**src/rtl/tso_pkg.sv**
```systemverilog
`timescale 1ns / 1ps
package tso_pkg;

  // Field widths
  localparam int IDX_W   = 15;
  localparam int TEX_W   = 15;
  localparam int MIP_W   = 4;
  localparam int PB_W    = 5;
  localparam int OFF_W   = 48;
  localparam int CNT_W   = 4;

  // Alignments (powers of two)
  localparam int PITCH_ALIGN = 256;
  localparam int PLACE_ALIGN = 512;

  // Row pitch: width * bytes plus one bit of rounding headroom
  localparam int PITCH_W = TEX_W + PB_W + 1;
  // Level footprint: pitch * height plus one bit of rounding headroom
  localparam int FP_W    = PITCH_W + TEX_W + 1;

  // Configuration port
  localparam int ADDR_W  = 4;
  localparam int DATA_W  = 32;

  typedef enum logic [1:0] {
    REG_TEX_WIDTH   = 2'd0,
    REG_TEX_HEIGHT  = 2'd1,
    REG_MIP_COUNT   = 2'd2,
    REG_PIXEL_BYTES = 2'd3
  } reg_idx_t;

  typedef struct packed {
    logic [TEX_W-1:0] tex_width;
    logic [TEX_W-1:0] tex_height;
    logic [MIP_W-1:0] mip_count;
    logic [PB_W-1:0]  pixel_bytes;
  } cfg_t;

  typedef enum logic [2:0] {
    S_IDLE,
    S_DIV,
    S_LV_PITCH,
    S_LV_FOOT,
    S_LV_ACC,
    S_MUL,
    S_DONE
  } state_t;

endpackage

```
**src/rtl/tso_cfg.sv**
```systemverilog
`timescale 1ns / 1ps
module tso_cfg (
  input  logic                        clk,
  input  logic                        rst_n,
  input  logic                        psel,
  input  logic                        penable,
  input  logic                        pwrite,
  input  logic [tso_pkg::ADDR_W-1:0]  paddr,
  input  logic [tso_pkg::DATA_W-1:0]  pwdata,
  output logic [tso_pkg::DATA_W-1:0]  prdata,
  output logic                        pready,
  output tso_pkg::cfg_t               cfg
);
  import tso_pkg::*;

  cfg_t     cfg_r;
  reg_idx_t reg_idx;
  logic     wr_en;

  assign pready  = 1'b1;
  assign reg_idx = reg_idx_t'(paddr[ADDR_W-1:2]);
  assign wr_en   = psel & penable & pwrite & pready;
  assign cfg     = cfg_r;

  // Register writes on the access phase of a write transfer
  always_ff @(posedge clk) begin
    if (!rst_n) begin
      cfg_r.tex_width   <= TEX_W'(1);
      cfg_r.tex_height  <= TEX_W'(1);
      cfg_r.mip_count   <= MIP_W'(1);
      cfg_r.pixel_bytes <= PB_W'(4);
    end else if (wr_en) begin
      unique case (reg_idx)
        REG_TEX_WIDTH:   cfg_r.tex_width   <= pwdata[TEX_W-1:0];
        REG_TEX_HEIGHT:  cfg_r.tex_height  <= pwdata[TEX_W-1:0];
        REG_MIP_COUNT:   cfg_r.mip_count   <= pwdata[MIP_W-1:0];
        REG_PIXEL_BYTES: cfg_r.pixel_bytes <= pwdata[PB_W-1:0];
      endcase
    end
  end

  // Read back
  always_comb begin
    unique case (reg_idx)
      REG_TEX_WIDTH:   prdata = DATA_W'(cfg_r.tex_width);
      REG_TEX_HEIGHT:  prdata = DATA_W'(cfg_r.tex_height);
      REG_MIP_COUNT:   prdata = DATA_W'(cfg_r.mip_count);
      REG_PIXEL_BYTES: prdata = DATA_W'(cfg_r.pixel_bytes);
    endcase
  end

endmodule

```
**src/rtl/tso_foot.sv**
```systemverilog
`timescale 1ns / 1ps
module tso_foot (
  input  logic                           clk,
  input  tso_pkg::cfg_t                  cfg,
  input  logic [tso_pkg::CNT_W-1:0]      level,
  output logic [tso_pkg::FP_W-1:0]       footprint
);
  import tso_pkg::*;

  localparam logic [PITCH_W-1:0] PITCH_MASK = PITCH_W'(PITCH_ALIGN - 1);
  localparam logic [FP_W-1:0]    PLACE_MASK = FP_W'(PLACE_ALIGN - 1);

  logic [TEX_W-1:0]   w_sh;
  logic [TEX_W-1:0]   h_sh;
  logic [TEX_W-1:0]   w_lvl;
  logic [TEX_W-1:0]   h_lvl;
  logic [PITCH_W-1:0] row_bytes;
  logic [PITCH_W-1:0] pitch_nxt;
  logic [PITCH_W-1:0] pitch_r;
  logic [TEX_W-1:0]   h_r;
  logic [FP_W-1:0]    area;
  logic [FP_W-1:0]    fp_nxt;
  logic [FP_W-1:0]    fp_r;

  // Stage 1: level size with floor of one, aligned row pitch
  always_comb begin
    w_sh      = cfg.tex_width >> level;
    h_sh      = cfg.tex_height >> level;
    w_lvl     = (w_sh == '0) ? TEX_W'(1) : w_sh;
    h_lvl     = (h_sh == '0) ? TEX_W'(1) : h_sh;
    row_bytes = PITCH_W'(w_lvl) * PITCH_W'(cfg.pixel_bytes);
    pitch_nxt = (row_bytes + PITCH_MASK) & ~PITCH_MASK;
  end

  // Stage 2: pitch times height, aligned to placement
  always_comb begin
    area   = FP_W'(pitch_r) * FP_W'(h_r);
    fp_nxt = (area + PLACE_MASK) & ~PLACE_MASK;
  end

  always_ff @(posedge clk) begin
    pitch_r <= pitch_nxt;
    h_r     <= h_lvl;
    fp_r    <= fp_nxt;
  end

  assign footprint = fp_r;

endmodule

```
**src/rtl/texture_subresource_offset.sv**
```systemverilog
`timescale 1ns / 1ps
// Returns the byte offset of a subresource in a linear copy buffer. Pulse
// start while busy is low to hand over in_sub_index; busy then stays high
// until the result has been shown. out_byte_offset is valid for the single
// cycle in which out_valid is high, the last cycle with busy high, and the
// receiver must take it then. A query runs restoring division of the index
// by the mip count M, then passes each mip level through the two-stage
// footprint multiplier, then does shift-and-add for slice times chain size,
// and ends in a result state. The division, the footprint sums and the
// shift-and-add share one 48-bit adder. Write configuration only while busy
// is low.
module texture_subresource_offset (
  input  logic                          clk,
  input  logic                          rst_n,
  // command side
  input  logic                          start,
  output logic                          busy,
  input  logic [tso_pkg::IDX_W-1:0]     in_sub_index,
  // result side
  output logic                          out_valid,
  output logic [tso_pkg::OFF_W-1:0]     out_byte_offset,
  // configuration
  input  logic                          psel,
  input  logic                          penable,
  input  logic                          pwrite,
  input  logic [tso_pkg::ADDR_W-1:0]    paddr,
  input  logic [tso_pkg::DATA_W-1:0]    pwdata,
  output logic [tso_pkg::DATA_W-1:0]    prdata,
  output logic                          pready
);
  import tso_pkg::*;

  localparam logic [CNT_W-1:0] LAST_STEP = CNT_W'(IDX_W - 1);

  cfg_t             cfg;
  state_t           state_r;
  state_t           state_nxt;
  logic [IDX_W-1:0] q_r;
  logic [MIP_W-1:0] rem_r;
  logic [CNT_W-1:0] cnt_r;
  logic [CNT_W-1:0] lvl_r;
  logic [OFF_W-1:0] chain_r;
  logic [OFF_W-1:0] partial_r;
  logic [MIP_W-1:0] mips;
  logic [FP_W-1:0]  fp;
  logic             accept;

  // shared adder
  logic [OFF_W-1:0] add_a;
  logic [OFF_W-1:0] add_b;
  logic             add_cin;
  logic [OFF_W:0]   add_sum;
  logic             add_co;

  tso_cfg u_cfg (
    .clk     (clk),
    .rst_n   (rst_n),
    .psel    (psel),
    .penable (penable),
    .pwrite  (pwrite),
    .paddr   (paddr),
    .pwdata  (pwdata),
    .prdata  (prdata),
    .pready  (pready),
    .cfg     (cfg)
  );

  tso_foot u_foot (
    .clk       (clk),
    .cfg       (cfg),
    .level     (lvl_r),
    .footprint (fp)
  );

  // zero mip count behaves as one
  assign mips   = (cfg.mip_count == '0) ? MIP_W'(1) : cfg.mip_count;
  assign accept = start & ~busy;

  // Next state
  always_comb begin
    state_nxt = state_r;
    unique case (state_r)
      S_IDLE:     if (accept) state_nxt = S_DIV;
      S_DIV:      if (cnt_r == LAST_STEP) state_nxt = S_LV_PITCH;
      S_LV_PITCH: state_nxt = S_LV_FOOT;
      S_LV_FOOT:  state_nxt = S_LV_ACC;
      S_LV_ACC: begin
        if (lvl_r == CNT_W'(mips - MIP_W'(1))) state_nxt = S_MUL;
        else state_nxt = S_LV_PITCH;
      end
      S_MUL:      if (cnt_r == LAST_STEP) state_nxt = S_DONE;
      S_DONE:     state_nxt = S_IDLE;
      default:    state_nxt = S_IDLE;
    endcase
  end

  // Outputs and adder operand selection
  always_comb begin
    busy      = (state_r != S_IDLE);
    out_valid = (state_r == S_DONE);
    add_a     = '0;
    add_b     = '0;
    add_cin   = 1'b0;
    unique case (state_r)
      S_DIV: begin
        // trial subtract of the divisor from the shifted remainder
        add_a   = OFF_W'({rem_r, q_r[IDX_W-1]});
        add_b   = ~OFF_W'(mips);
        add_cin = 1'b1;
      end
      S_LV_ACC: begin
        add_a = chain_r;
        add_b = OFF_W'(fp);
      end
      S_MUL: begin
        add_a = partial_r;
        add_b = q_r[0] ? chain_r : '0;
      end
      default: begin
        add_a = '0;
      end
    endcase
  end

  assign add_sum = {1'b0, add_a} + {1'b0, add_b} + (OFF_W + 1)'(add_cin);
  assign add_co  = add_sum[OFF_W];

  always_ff @(posedge clk) begin
    if (!rst_n) begin
      state_r <= S_IDLE;
    end else begin
      state_r <= state_nxt;
    end
  end

  // Datapath
  always_ff @(posedge clk) begin
    unique case (state_r)
      S_IDLE: begin
        if (accept) begin
          q_r       <= in_sub_index;
          rem_r     <= '0;
          cnt_r     <= '0;
          lvl_r     <= '0;
          chain_r   <= '0;
          partial_r <= '0;
        end
      end
      S_DIV: begin
        // quotient bit shifts in from the right; the difference becomes the remainder when no borrow
        q_r   <= {q_r[IDX_W-2:0], add_co};
        rem_r <= add_co ? add_sum[MIP_W-1:0] : {rem_r[MIP_W-2:0], q_r[IDX_W-1]};
        cnt_r <= (cnt_r == LAST_STEP) ? '0 : cnt_r + CNT_W'(1);
      end
      S_LV_ACC: begin
        // the partial sum is the chain before the remainder level is added
        if (lvl_r == CNT_W'(rem_r)) partial_r <= chain_r;
        chain_r <= add_sum[OFF_W-1:0];
        lvl_r   <= lvl_r + CNT_W'(1);
      end
      S_MUL: begin
        // shift-and-add of slice count times chain, into the partial sum
        partial_r <= add_sum[OFF_W-1:0];
        q_r       <= q_r >> 1;
        chain_r   <= chain_r << 1;
        cnt_r     <= cnt_r + CNT_W'(1);
      end
      default: begin
        cnt_r <= cnt_r;
      end
    endcase
  end

  assign out_byte_offset = partial_r;

`ifndef SYNTH
  a_accept_busy : assert property (@(posedge clk) disable iff (!rst_n)
    accept |=> busy)
    else $error("accepted transfer did not raise busy");

  a_done_idle : assert property (@(posedge clk) disable iff (!rst_n)
    out_valid |=> !busy)
    else $error("busy still high after result");

  a_result_busy : assert property (@(posedge clk) disable iff (!rst_n)
    out_valid |-> busy && $past(busy))
    else $error("result shown without a query in flight");

  a_div_rem : assert property (@(posedge clk) disable iff (!rst_n)
    (state_r == S_LV_PITCH && $past(state_r) == S_DIV) |-> (rem_r < mips))
    else $error("division remainder not below mip count");

  a_lvl_range : assert property (@(posedge clk) disable iff (!rst_n)
    (state_r == S_LV_ACC) |-> (lvl_r < CNT_W'(mips)))
    else $error("mip level beyond mip count");
`endif

endmodule

```
**config.mk**
```make
export PLATFORM = sky130hd
export DESIGN_NAME = texture_subresource_offset
export DESIGN_NICKNAME = d
export VERILOG_FILES = /design/src/rtl/tso_pkg.sv /design/src/rtl/tso_cfg.sv /design/src/rtl/tso_foot.sv /design/src/rtl/texture_subresource_offset.sv
export SDC_FILE = /design/constraint.sdc
export NUM_CORES = 1
export LEC_CHECK = 0
export BUFFER_PORTS_ARGS = -buffer_cell sky130_fd_sc_hd__buf_2
export CORE_ASPECT_RATIO = 0.7
export CORE_UTILIZATION = 61
export CTS_BUF_LIST = sky130_fd_sc_hd__clkbuf_8
export CTS_CLUSTER_SIZE = 20
export DETAILED_ROUTE_END_ITERATION = 12
export GPL_TIMING_DRIVEN = 1
export PLACE_DENSITY_LB_ADDON = 0.1
export SYNTH_ARGS = -nofsm -noshare
export SYNTH_HDL_FRONTEND = slang
export SYNTH_SLANG_ARGS = --single-unit
```
**constraint.sdc**
```tcl
create_clock -name clk -period 10.8 [get_ports clk]
set_clock_uncertainty 0.15 [all_clocks]
set_input_delay 2.16 -clock clk [delete_from_list [all_inputs] [get_ports clk]]
set_output_delay 2.16 -clock clk [all_outputs]
set_load 0.005 [all_outputs]
```
# [Yosys cells after proc, flatten, opt, wreduce, memory -nomap -nowiden]
# Index checks and enable logic that the tools add are counted.
[totals] regBits=221 out_inout_bits=83 inputBits=57
[op_classes] n_bitwise=5 n_eq_ne=16 reduce_logical=20 mux=24 n_shift=2 addsub=7 mul=2
[ops] operator="one-hot mux 48 bit (3 select lines)" n=4
[ops] operator="2-to-1 mux 48 bit" n=3
[ops] operator="one-hot mux 32 bit (4 select lines)" n=1
[ops] operator="adder 48 x 48 -> 49 bit" n=1
[ops] operator="adder 49 x 1 -> 49 bit" n=1
[ops] operator="NOT 4 -> 48 bit" n=1
[ops] operator="one-hot mux 15 bit (3 select lines)" n=1
[ops] operator="adder 36 x 9 -> 37 bit, second input constant" n=1
[ops] operator="logical NOT 15 bit" n=2
[ops] operator="2-to-1 mux 15 bit" n=2
[ops] operator="right shift 15 x 4 -> 15 bit" n=2
[ops] operator="multiplier 13 x 15 -> 28 bit" n=1
[ops] operator="adder 20 x 8 -> 21 bit, second input constant" n=1
[ops] operator="multiplier 15 x 5 -> 20 bit" n=1
[ops] operator="one-hot mux 3 bit (6 select lines)" n=1
[ops] operator="2-to-1 mux 4 bit" n=4
[ops] operator="one-hot mux 4 bit (2 select lines)" n=2
[ops] operator="AND reduction 2 bit" n=8
[ops] operator="2-to-1 mux 3 bit" n=4
[ops] operator="one-hot mux 4 bit (3 select lines)" n=1
[ops] operator="== test 3 bit, second input constant" n=3
[ops] operator="nonzero test 3 bit" n=3
[ops] operator="adder 4 x 1 -> 4 bit, second input constant" n=2
[ops] operator="== test 4 bit" n=2
[ops] operator="15 further kinds" n=24

# [Longest topological paths before layout]
# Gate-level depths: netlist of the first run.
[depth] depth_word=8 mapped_depth=25

# [Modules after synthesis]
# Synthesis of the first run repeated with hierarchy kept, for this count alone.
[hier_totals] hier_cells=2534 hier_area_um2=23258.6
[by_module_without_submodules] mod="tso_foot" area_each_um2=11863.9 seq_area_each_um2=1121.1 instances=1 cells_each=1366
[by_module_without_submodules] mod="texture_subresource_offset" area_each_um2=9475.3 seq_area_each_um2=3753.6 instances=1 cells_each=968
[by_module_without_submodules] mod="tso_cfg" area_each_um2=1919.3 seq_area_each_um2=780.7 instances=1 cells_each=200

# [Worst setup path before layout of the first run]
# Ideal clock, no wire load.
[synth_path] kind="input -> register" start="in start" end="reg partial_r[0] (netlist: out_byte_offset[0]) (enable)" path_buffers=0 cell_stages=2 slack_ns=4.565 required_ns=10.137 arrival_ns=5.573 cell_sequence="a21oi_1 -> nor3_1"
[synth_between] elab_chain_cells=3
[synth_lines] item="start, declared" line="texture_subresource_offset.sv:16" text="input logic start,"
[synth_lines] item="bitwise AND 1 bit" line="texture_subresource_offset.sv:77" text="assign accept = start & ~busy;"
[synth_lines] item="inequality test 2 bit (no line)"
[synth_lines] item="AND reduction 3 bit (no line)"
[synth_lines] item="end signal, assigned" line="texture_subresource_offset.sv:157" text="if (lvl_r == CNT_W'(rem_r)) partial_r <= chain_r;"
[synth_lines] item="end signal, assigned" line="texture_subresource_offset.sv:163" text="partial_r <= add_sum[OFF_W-1:0];"
[synth_lines] item="end, declared" line="texture_subresource_offset.sv:43" text="logic [OFF_W-1:0] partial_r;"
# Every way passes these cells.
# A chain may end at the register's enable or synchronous reset.

# [Final worst setup path of the first run]
[layout_path] start="reg u_foot.pitch_r[13]" end="reg u_foot.fp_r[31] (netlist: u_foot.footprint[31])"
[layout_between] elab_chain_cells=2
[layout_lines] item="start, declared" line="tso_foot.sv:19" text="logic [PITCH_W-1:0] pitch_r;"
[layout_lines] item="start signal, assigned" line="tso_foot.sv:42" text="pitch_r <= pitch_nxt;"
[layout_lines] item="multiplier 13 x 15 -> 28 bit" line="tso_foot.sv:37" text="area = FP_W'(pitch_r) * FP_W'(h_r);"
[layout_lines] item="adder 36 x 9 -> 37 bit" line="tso_foot.sv:38" text="fp_nxt = (area + PLACE_MASK) & ~PLACE_MASK;"
[layout_lines] item="net u_foot.fp_nxt[31]" line="tso_foot.sv:22" text="logic [FP_W-1:0] fp_nxt;"
[layout_lines] item="end signal, assigned" line="tso_foot.sv:44" text="fp_r <= fp_nxt;"
[layout_lines] item="end, declared" line="tso_foot.sv:23" text="logic [FP_W-1:0] fp_r;"
# The timed path passes the listed nets, and every way through them passes these cells.

==> flow_summary.ini, run 1 <==
[run_status]
outcome = complete, but fails checks
violations = design-rule violations

[finish]
fin_nets = 2986
syn2layout_area_growth_pct = 6.108
final_area_sq_um = 24390
finalNonFillerCells = 3098
n_antenna_cell = 0
drive_gt1_share_pct = 8.774

[power_and_ir_drop]
p_comb_share_pct = 36.3
switching_share_pct = 40.29
power_frac_clock_pct = 23.9
p_total_w = 0.003296
power.switching_w = 0.001328
vdd_drop_max_uv = 191.1
power_density_nw_per_um2 = 135.2
intPower_w = 0.001968
seqPwrFrac_pct = 39.8
p_leak_nw = 11.21

[detailed_routing]
ant_nets = 0
route.vias.total = 18678
drc = 4
drt-total-wl_mm = 58.05
viasPerCell = 6.029
post_drt_wl_per_cell_um = 18.74
drt_iter0_drc = 1785
firstDrtPassIters = 10

[setup_path]
worstPathArrival_ns = 7.32
r2r_cells = 20
startpoint_type = flop
cp_max_fo = 15
critPathCaptureType = flop
worstSetupPathType = reg -> reg
critPathRequiredTime_ns = 11.08
reg2reg_slack_ns = 3.76
r2r-end = u_foot.footprint[31]
rr_startpoint = u_foot.pitch_r[13]

[clocking]
clkTransAtPathRegs_ns = 0.06
cts_tree = done
postCtsSetupBuffers = 0
clockBufferDepth = 3
cts.sinks = 221
cts_root_buffer = clkbuf_8
numCtsBuffers = 38
ctsResizeCount = 0
cts_htree_levels = 2
worstSkewPairLatency_ns = 0.58
cts_hold_buf = 0

[synth]
yosysMostFrequentCell = nand2_1
synth_top_area_share_pct = 16.29
synth_cell_types = 88
ys_seq_elements = 221
synth_edf_count = 123
syn_avg_cell_area_sq_um = 8.970
ys_top_cells_by_count = 385 x nand2_1, 285 x inv_1, 187 x fa_1
async_flop_share_pct = 0
synthTopCellsByArea = fa_1 16%, edfxtp_1 16%, ha_1 8.8%
synth_area_sq_um = 22980
yosysWarnings = 0
yosysSeqAreaShare_pct = 24.61
synth-main-ff-cell = edfxtp_1
synth_top_cell_by_area = fa_1
netlist_instances = 2562

[global_routing]
first_global_vias = 18224
overflow = 0
grtUsageTotal_pct = 30.70
antenna_found_initial = 0
grt_max_degree = 158
grt_pass1_wl_mm = 94.24

[floorplanning]
die_x_um = 234.0
coreArea_sq_um = 37130
rows = 59
num_io_pins = 140
initial_utilization_pct = 61.89
die_y_um = 164.4
die_area_sq_um = 38470

[sta]
worst_slew_pin_slew_ns = 1.137
final_hold_viol_count = 0
fin_crit_sh_pct = 65.17
tns_ns = 0
min_period_ns = 7.038
clock.fmax_mhz = 142.1
max_slew_margin_pct = 23.79
rsz0062_at_grt = false
finalSetupViolations = 0
slew_violations = 0

[hold_path]
min_from = u_cfg.cfg[24]
hold_path_depth = 2
min_to = u_cfg.cfg[24]
min_path_type = reg -> reg

[run]
maxCapViolations = 0

[placement]
dpl.hpwl_mm = 42.32
gp_congestion = 0.9467
dp_cells = 3028
placed_cell_area_sq_um = 23610
io_buffers = 102
[flip-flops by register name (all words and copies together) (netlist names)]
name	flops
chain_r	48
out_byte_offset	48
u_cfg.cfg	39
u_foot.footprint	28
q_r	15
u_foot.h_r	15
u_foot.pitch_r	13
cnt_r	4
lvl_r	4
rem_r	4
state_r	3
[power by group through the flow]
stage / Clock [W] / Sequential (W) / Combinational [W]
final: 0.000788 / 0.00131 / 0.00120
after global placement: 0 / 0.00132 / 0.00115
after floorplan: 0 / 0.00123 / 0.000922
after global routing: 0.000834 / 0.00133 / 0.00133
after detailed placement: 0 / 0.00132 / 0.00118
after CTS: 0.000799 / 0.00131 / 0.00119
[routing by layer]
layer  wire length (um)  global-route usage [%]  vias to the layer above
met4               1155                   7.202                        0
met3               4497                   4.972                       85
met1              27670                   46.63                     9061
li1                   -                       -                     8768
met2              24720                   45.52                      764
met5                  0                       0                        -
[cell usage in the layout, fill, tap and decap left out, drive strengths merged, types with 9 or more instances in the layout]
| master | count |
|---|---|
| nor2 | 125 |
| mux2i | 46 |
| mux4 | 22 |
| fa | 187 |
| clkinv | 9 |
| nand2 | 385 |
| dfxtp | 98 |
| and2 | 127 |
| clkbuf | 45 |
| nand4 | 13 |
| o21bai | 13 |
| a22o | 119 |
| a21o | 43 |
| a22oi | 10 |
| o21a | 15 |
| nand2b | 17 |
| nor3 | 24 |
| edfxtp | 123 |
| conb | 18 |
| xnor2 | 74 |
| or2 | 10 |
| a21oi | 115 |
| a221o | 30 |
| o211ai | 11 |
| a21boi | 33 |
| nand3 | 39 |
| o21ai | 78 |
| or3 | 10 |
| inv | 303 |
| buf | 115 |
| xor2 | 35 |
| and3 | 19 |
| a211oi | 13 |
| nor2b | 24 |
| ha | 162 |
[area by class of cell]
class                           instances  area, sq um
Timing Repair Buffer                  115        620.6
Fill cell                            3109        12750
Clock inverter                         25        152.6
Clock buffer                           45        619.3
Sequential cell                       221         5657
Tap cell                              488        610.6
Multi-Input combinational cell       1915        15640
Inverter                              289         1085
[metrics by stage]
step	utilization [%]	hold slack, ns	setup WS [ns]
2_1_floorplan	-	0.3035	4.565
3_3_place_gp	63.59	0.3280	3.936
3_5_place_dp	63.59	0.3342	3.864
4_1_cts	65.67	0.3433	3.797
5_1_grt	65.67	0.3493	3.267
6_report	65.67	0.3417	3.762
[worst max path at each step]
stage | start | endpoint | slack (ns) | depth (start not counted)
6_report | u_foot.pitch_r[13] | u_foot.footprint[31] | 3.76 | 20
5_1_grt | u_foot.pitch_r[11] | u_foot.footprint[31] | 3.27 | 21
4_1_cts | u_foot.pitch_r[11] | u_foot.footprint[30] | 3.80 | 21
3_5_place_dp | u_foot.pitch_r[11] | u_foot.footprint[32] | 3.86 | 21
3_3_place_gp | u_foot.pitch_r[11] | u_foot.footprint[31] | 3.94 | 21
2_1_floorplan | start | out_byte_offset[0] | 4.56 | 2
[logic make-up (layout without fill, tap and decap cells)]
kind of cell / after synthesis / in the layout / share of synthesized area (%)
buffers and inverters: 442 / 474 / 7.720
AOI/OAI and AO/OA: 544 / 544 / 17.12
other: 2 / 18 / 0.03268
adders and majority gates: 349 / 349 / 25.11
DFF: 221 / 221 / 24.61
muxes: 75 / 75 / 4.551
xor gates and xnor gates: 109 / 109 / 4.154
and+or+nand+nor: 820 / 820 / 16.71
[critical path, stage by stage, from the launching register on]
cell       delay, ns
dfxtp_1         0.81
nand2_1         0.18
fa_1            0.57
fa_1            0.43
fa_1            0.50
inv_1           0.06
fa_1            0.52
inv_1           0.05
fa_1            0.53
inv_1           0.06
ha_1            0.38
inv_1           0.10
a2111oi_0       0.38
o21a_1          0.18
a311oi_1        0.07
nor4b_1         0.54
nand3b_1        0.17
nor2b_1         0.36
nor4b_1         0.54
nand3b_1        0.17
xor2_1          0.17
Power figures use the tool's default switching activity.
==> run 2: changes to the inputs <==
- CORE_UTILIZATION: 61 -> 58
- clock period: 10.8 -> 6.3 ns (I/O delays scaled with it)
==> flow_summary.ini, run 2 (synthesis gave the netlist of run 1 again) <==
[floorplanning]
rows = 60
die_x_um = 239.9
num_io_pins = 140
initial_utilization_pct = 59.33
coreArea_sq_um = 38740
die_area_sq_um = 40440
die_y_um = 168.5

[finish]
seqCellArea_sq_um = 5689
num-fill-cells = 3189
multiInputGateArea_sq_um = 15950
syn2layout_area_growth_pct = 13.48
fin_nets = 3135
layout_common_cells = 385 x nand2_1, 291 x inv_1, 187 x fa_1, 155 x ha_1, 154 x buf_4
drive_gt1_share_pct = 16.28
layout_commonest_cell = nand2_1
n_antenna_cell = 0

[placement]
dpl.hpwl_mm = 46.77
io_buffers = 102
dp_slack_ns = -0.1735
gp_congestion = 0.9543

[detailed_routing]
met2_length_mm = 26.12
wl_met1_mm = 28.93
ant_nets = 0
viasPerCell = 5.892
drt-total-wl_mm = 60.40
top_layer = met4
post_drt_wl_per_cell_um = 18.39
wl_met3_mm = 4.325
drt_iter0_drc = 1669
route.vias.total = 19356
firstDrtPassIters = 5
drc = 0

[clocking]
cts_tree = done
cts_htree_levels = 2
worstSkewPairLatency_ns = 0.57
clkTransAtPathRegs_ns = 0.06
cts_root_buffer = clkbuf_8
clockBufferDepth = 3
numCtsBuffers = 39
cts.sinks = 221
cts_hold_buf = 0

[setup_path]
critPathRequiredTime_ns = 6.56
rr_startpoint = lvl_r[1]
cp_max_fo = 7
endpoint = u_foot.pitch_r[18]
r2r-end = u_foot.pitch_r[18]
critPathCaptureType = flop
worstSetupPathType = reg -> reg
reg2reg_slack_ns = 0.16
crit_path_start = lvl_r[1]
worstPathArrival_ns = 6.40
r2r_cells = 23
startpoint_type = flop

[global_routing]
grt_max_degree = 49
antenna_found_initial = 0
first_global_vias = 18663
overflow = 0
grt_pass1_wl_mm = 98.86
grtUsageTotal_pct = 30.41

[sta]
rsz0062_at_grt = true
min_period_ns = 6.145
worst_slew_pin_slew_ns = 1.002
fin_hold_ws_ns = 0.3530
clock.fmax_mhz = 162.7
final_hold_viol_count = 0
fin_crit_sh_pct = 97.54
finalSetupViolations = 0
fin_ws_ns = 0.1551
max_slew_margin_pct = 32.83
slew_violations = 0

[power_and_ir_drop]
power_density_nw_per_um2 = 231.4
vdd_drop_max_uv = 283.5
p_leak_nw = 12.11

[run]
maxCapViolations = 0

[run_status]
outcome = completed

[hold_path]
min_path_type = reg -> reg
-- run 2: cell count changes in the layout (fill, tap and decap cells not counted), sizes merged --
cell | before | now
clkinv | 9 | 7
clkbuf | 45 | 47
bufinv | 1 | 5
buf | 115 | 263
clkinvlp | 1 | 3
inv | 303 | 297
-- run 2: worst max-delay path, cell delays in order (launching register included) --
cell	delay, ns
edfxtp_1	0.53
buf_4	0.20
mux2_4	0.29
or3_4	0.36
or2_0	0.26
a211o_1	0.30
o41ai_4	0.30
buf_4	0.19
buf_4	0.10
nand2_1	0.08
fa_1	0.43
inv_1	0.09
fa_1	0.43
ha_1	0.32
a21o_1	0.21
nand2_1	0.07
nand2_1	0.05
a21oi_1	0.21
o21ai_0	0.11
a211o_2	0.35
a21oi_1	0.31
nor4_1	0.11
a2111oi_0	0.43
nor2_1	0.10
-- run 2: repair_timing --
item                                    in CTS  in global routing
endpoints found under the setup margin       9                 16
buffers inserted                             0                  9
pin swaps                                    1                 24
resized for setup                           10                 69
-- run 2: report_power, final --
part	switching, W	total, W	leakage, nW	internal (W)
Combinational	0.00139	0.00228	9.60	0.000886
Sequential	0.000294	0.00221	2.03	0.00192
Clock	0.000652	0.00154	0.482	0.000890
-- run 2: metrics by stage --
stage	instance area [sq um]	total power (W)	instances	setup TNS [ns]	utilization, %
after floorplan	23040	0.003690	2578	0	-
after global placement	24780	0.004380	3206	-0.5853	63.97
after detailed placement	24780	0.004441	3206	-0.8891	63.97
after CTS	25700	0.005995	3276	-0.005419	66.35
after global routing	26080	0.006375	3285	-0.2979	67.33
final	26080	0.006034	3285	0	67.33
-- run 2: worst min-delay path by stage --
stage / startpoint / end / slack [ns] / cells past startpoint
global placement: u_cfg.cfg[25] / u_cfg.cfg[25] / 0.33 / 2
detailed placement: u_cfg.cfg[25] / u_cfg.cfg[25] / 0.34 / 2
finish: u_cfg.cfg[25] / u_cfg.cfg[25] / 0.35 / 2
floorplan: u_cfg.cfg[24] / u_cfg.cfg[24] / 0.30 / 2
CTS: u_cfg.cfg[25] / u_cfg.cfg[25] / 0.35 / 2
global route: u_cfg.cfg[25] / u_cfg.cfg[25] / 0.37 / 2
-- run 2: layout make-up --
| class | instances | area share, % |
|---|---|---|
| multi-input combinational | 1915 | 61.15 |
| sequential | 221 | 21.81 |
| timing repair buffer | 263 | 6.928 |
| inverter | 289 | 4.159 |
| tap | 527 | 2.528 |
| clock buffer | 47 | 2.480 |
| clock inverter | 23 | 0.9403 |
-- run 2: metal layers --
layer  GRT usage [%]  up-vias
met3           4.664       78
met5               0        -
met1           46.58     9481
li1                -     9087
met2           45.53      710
met4           5.732        0
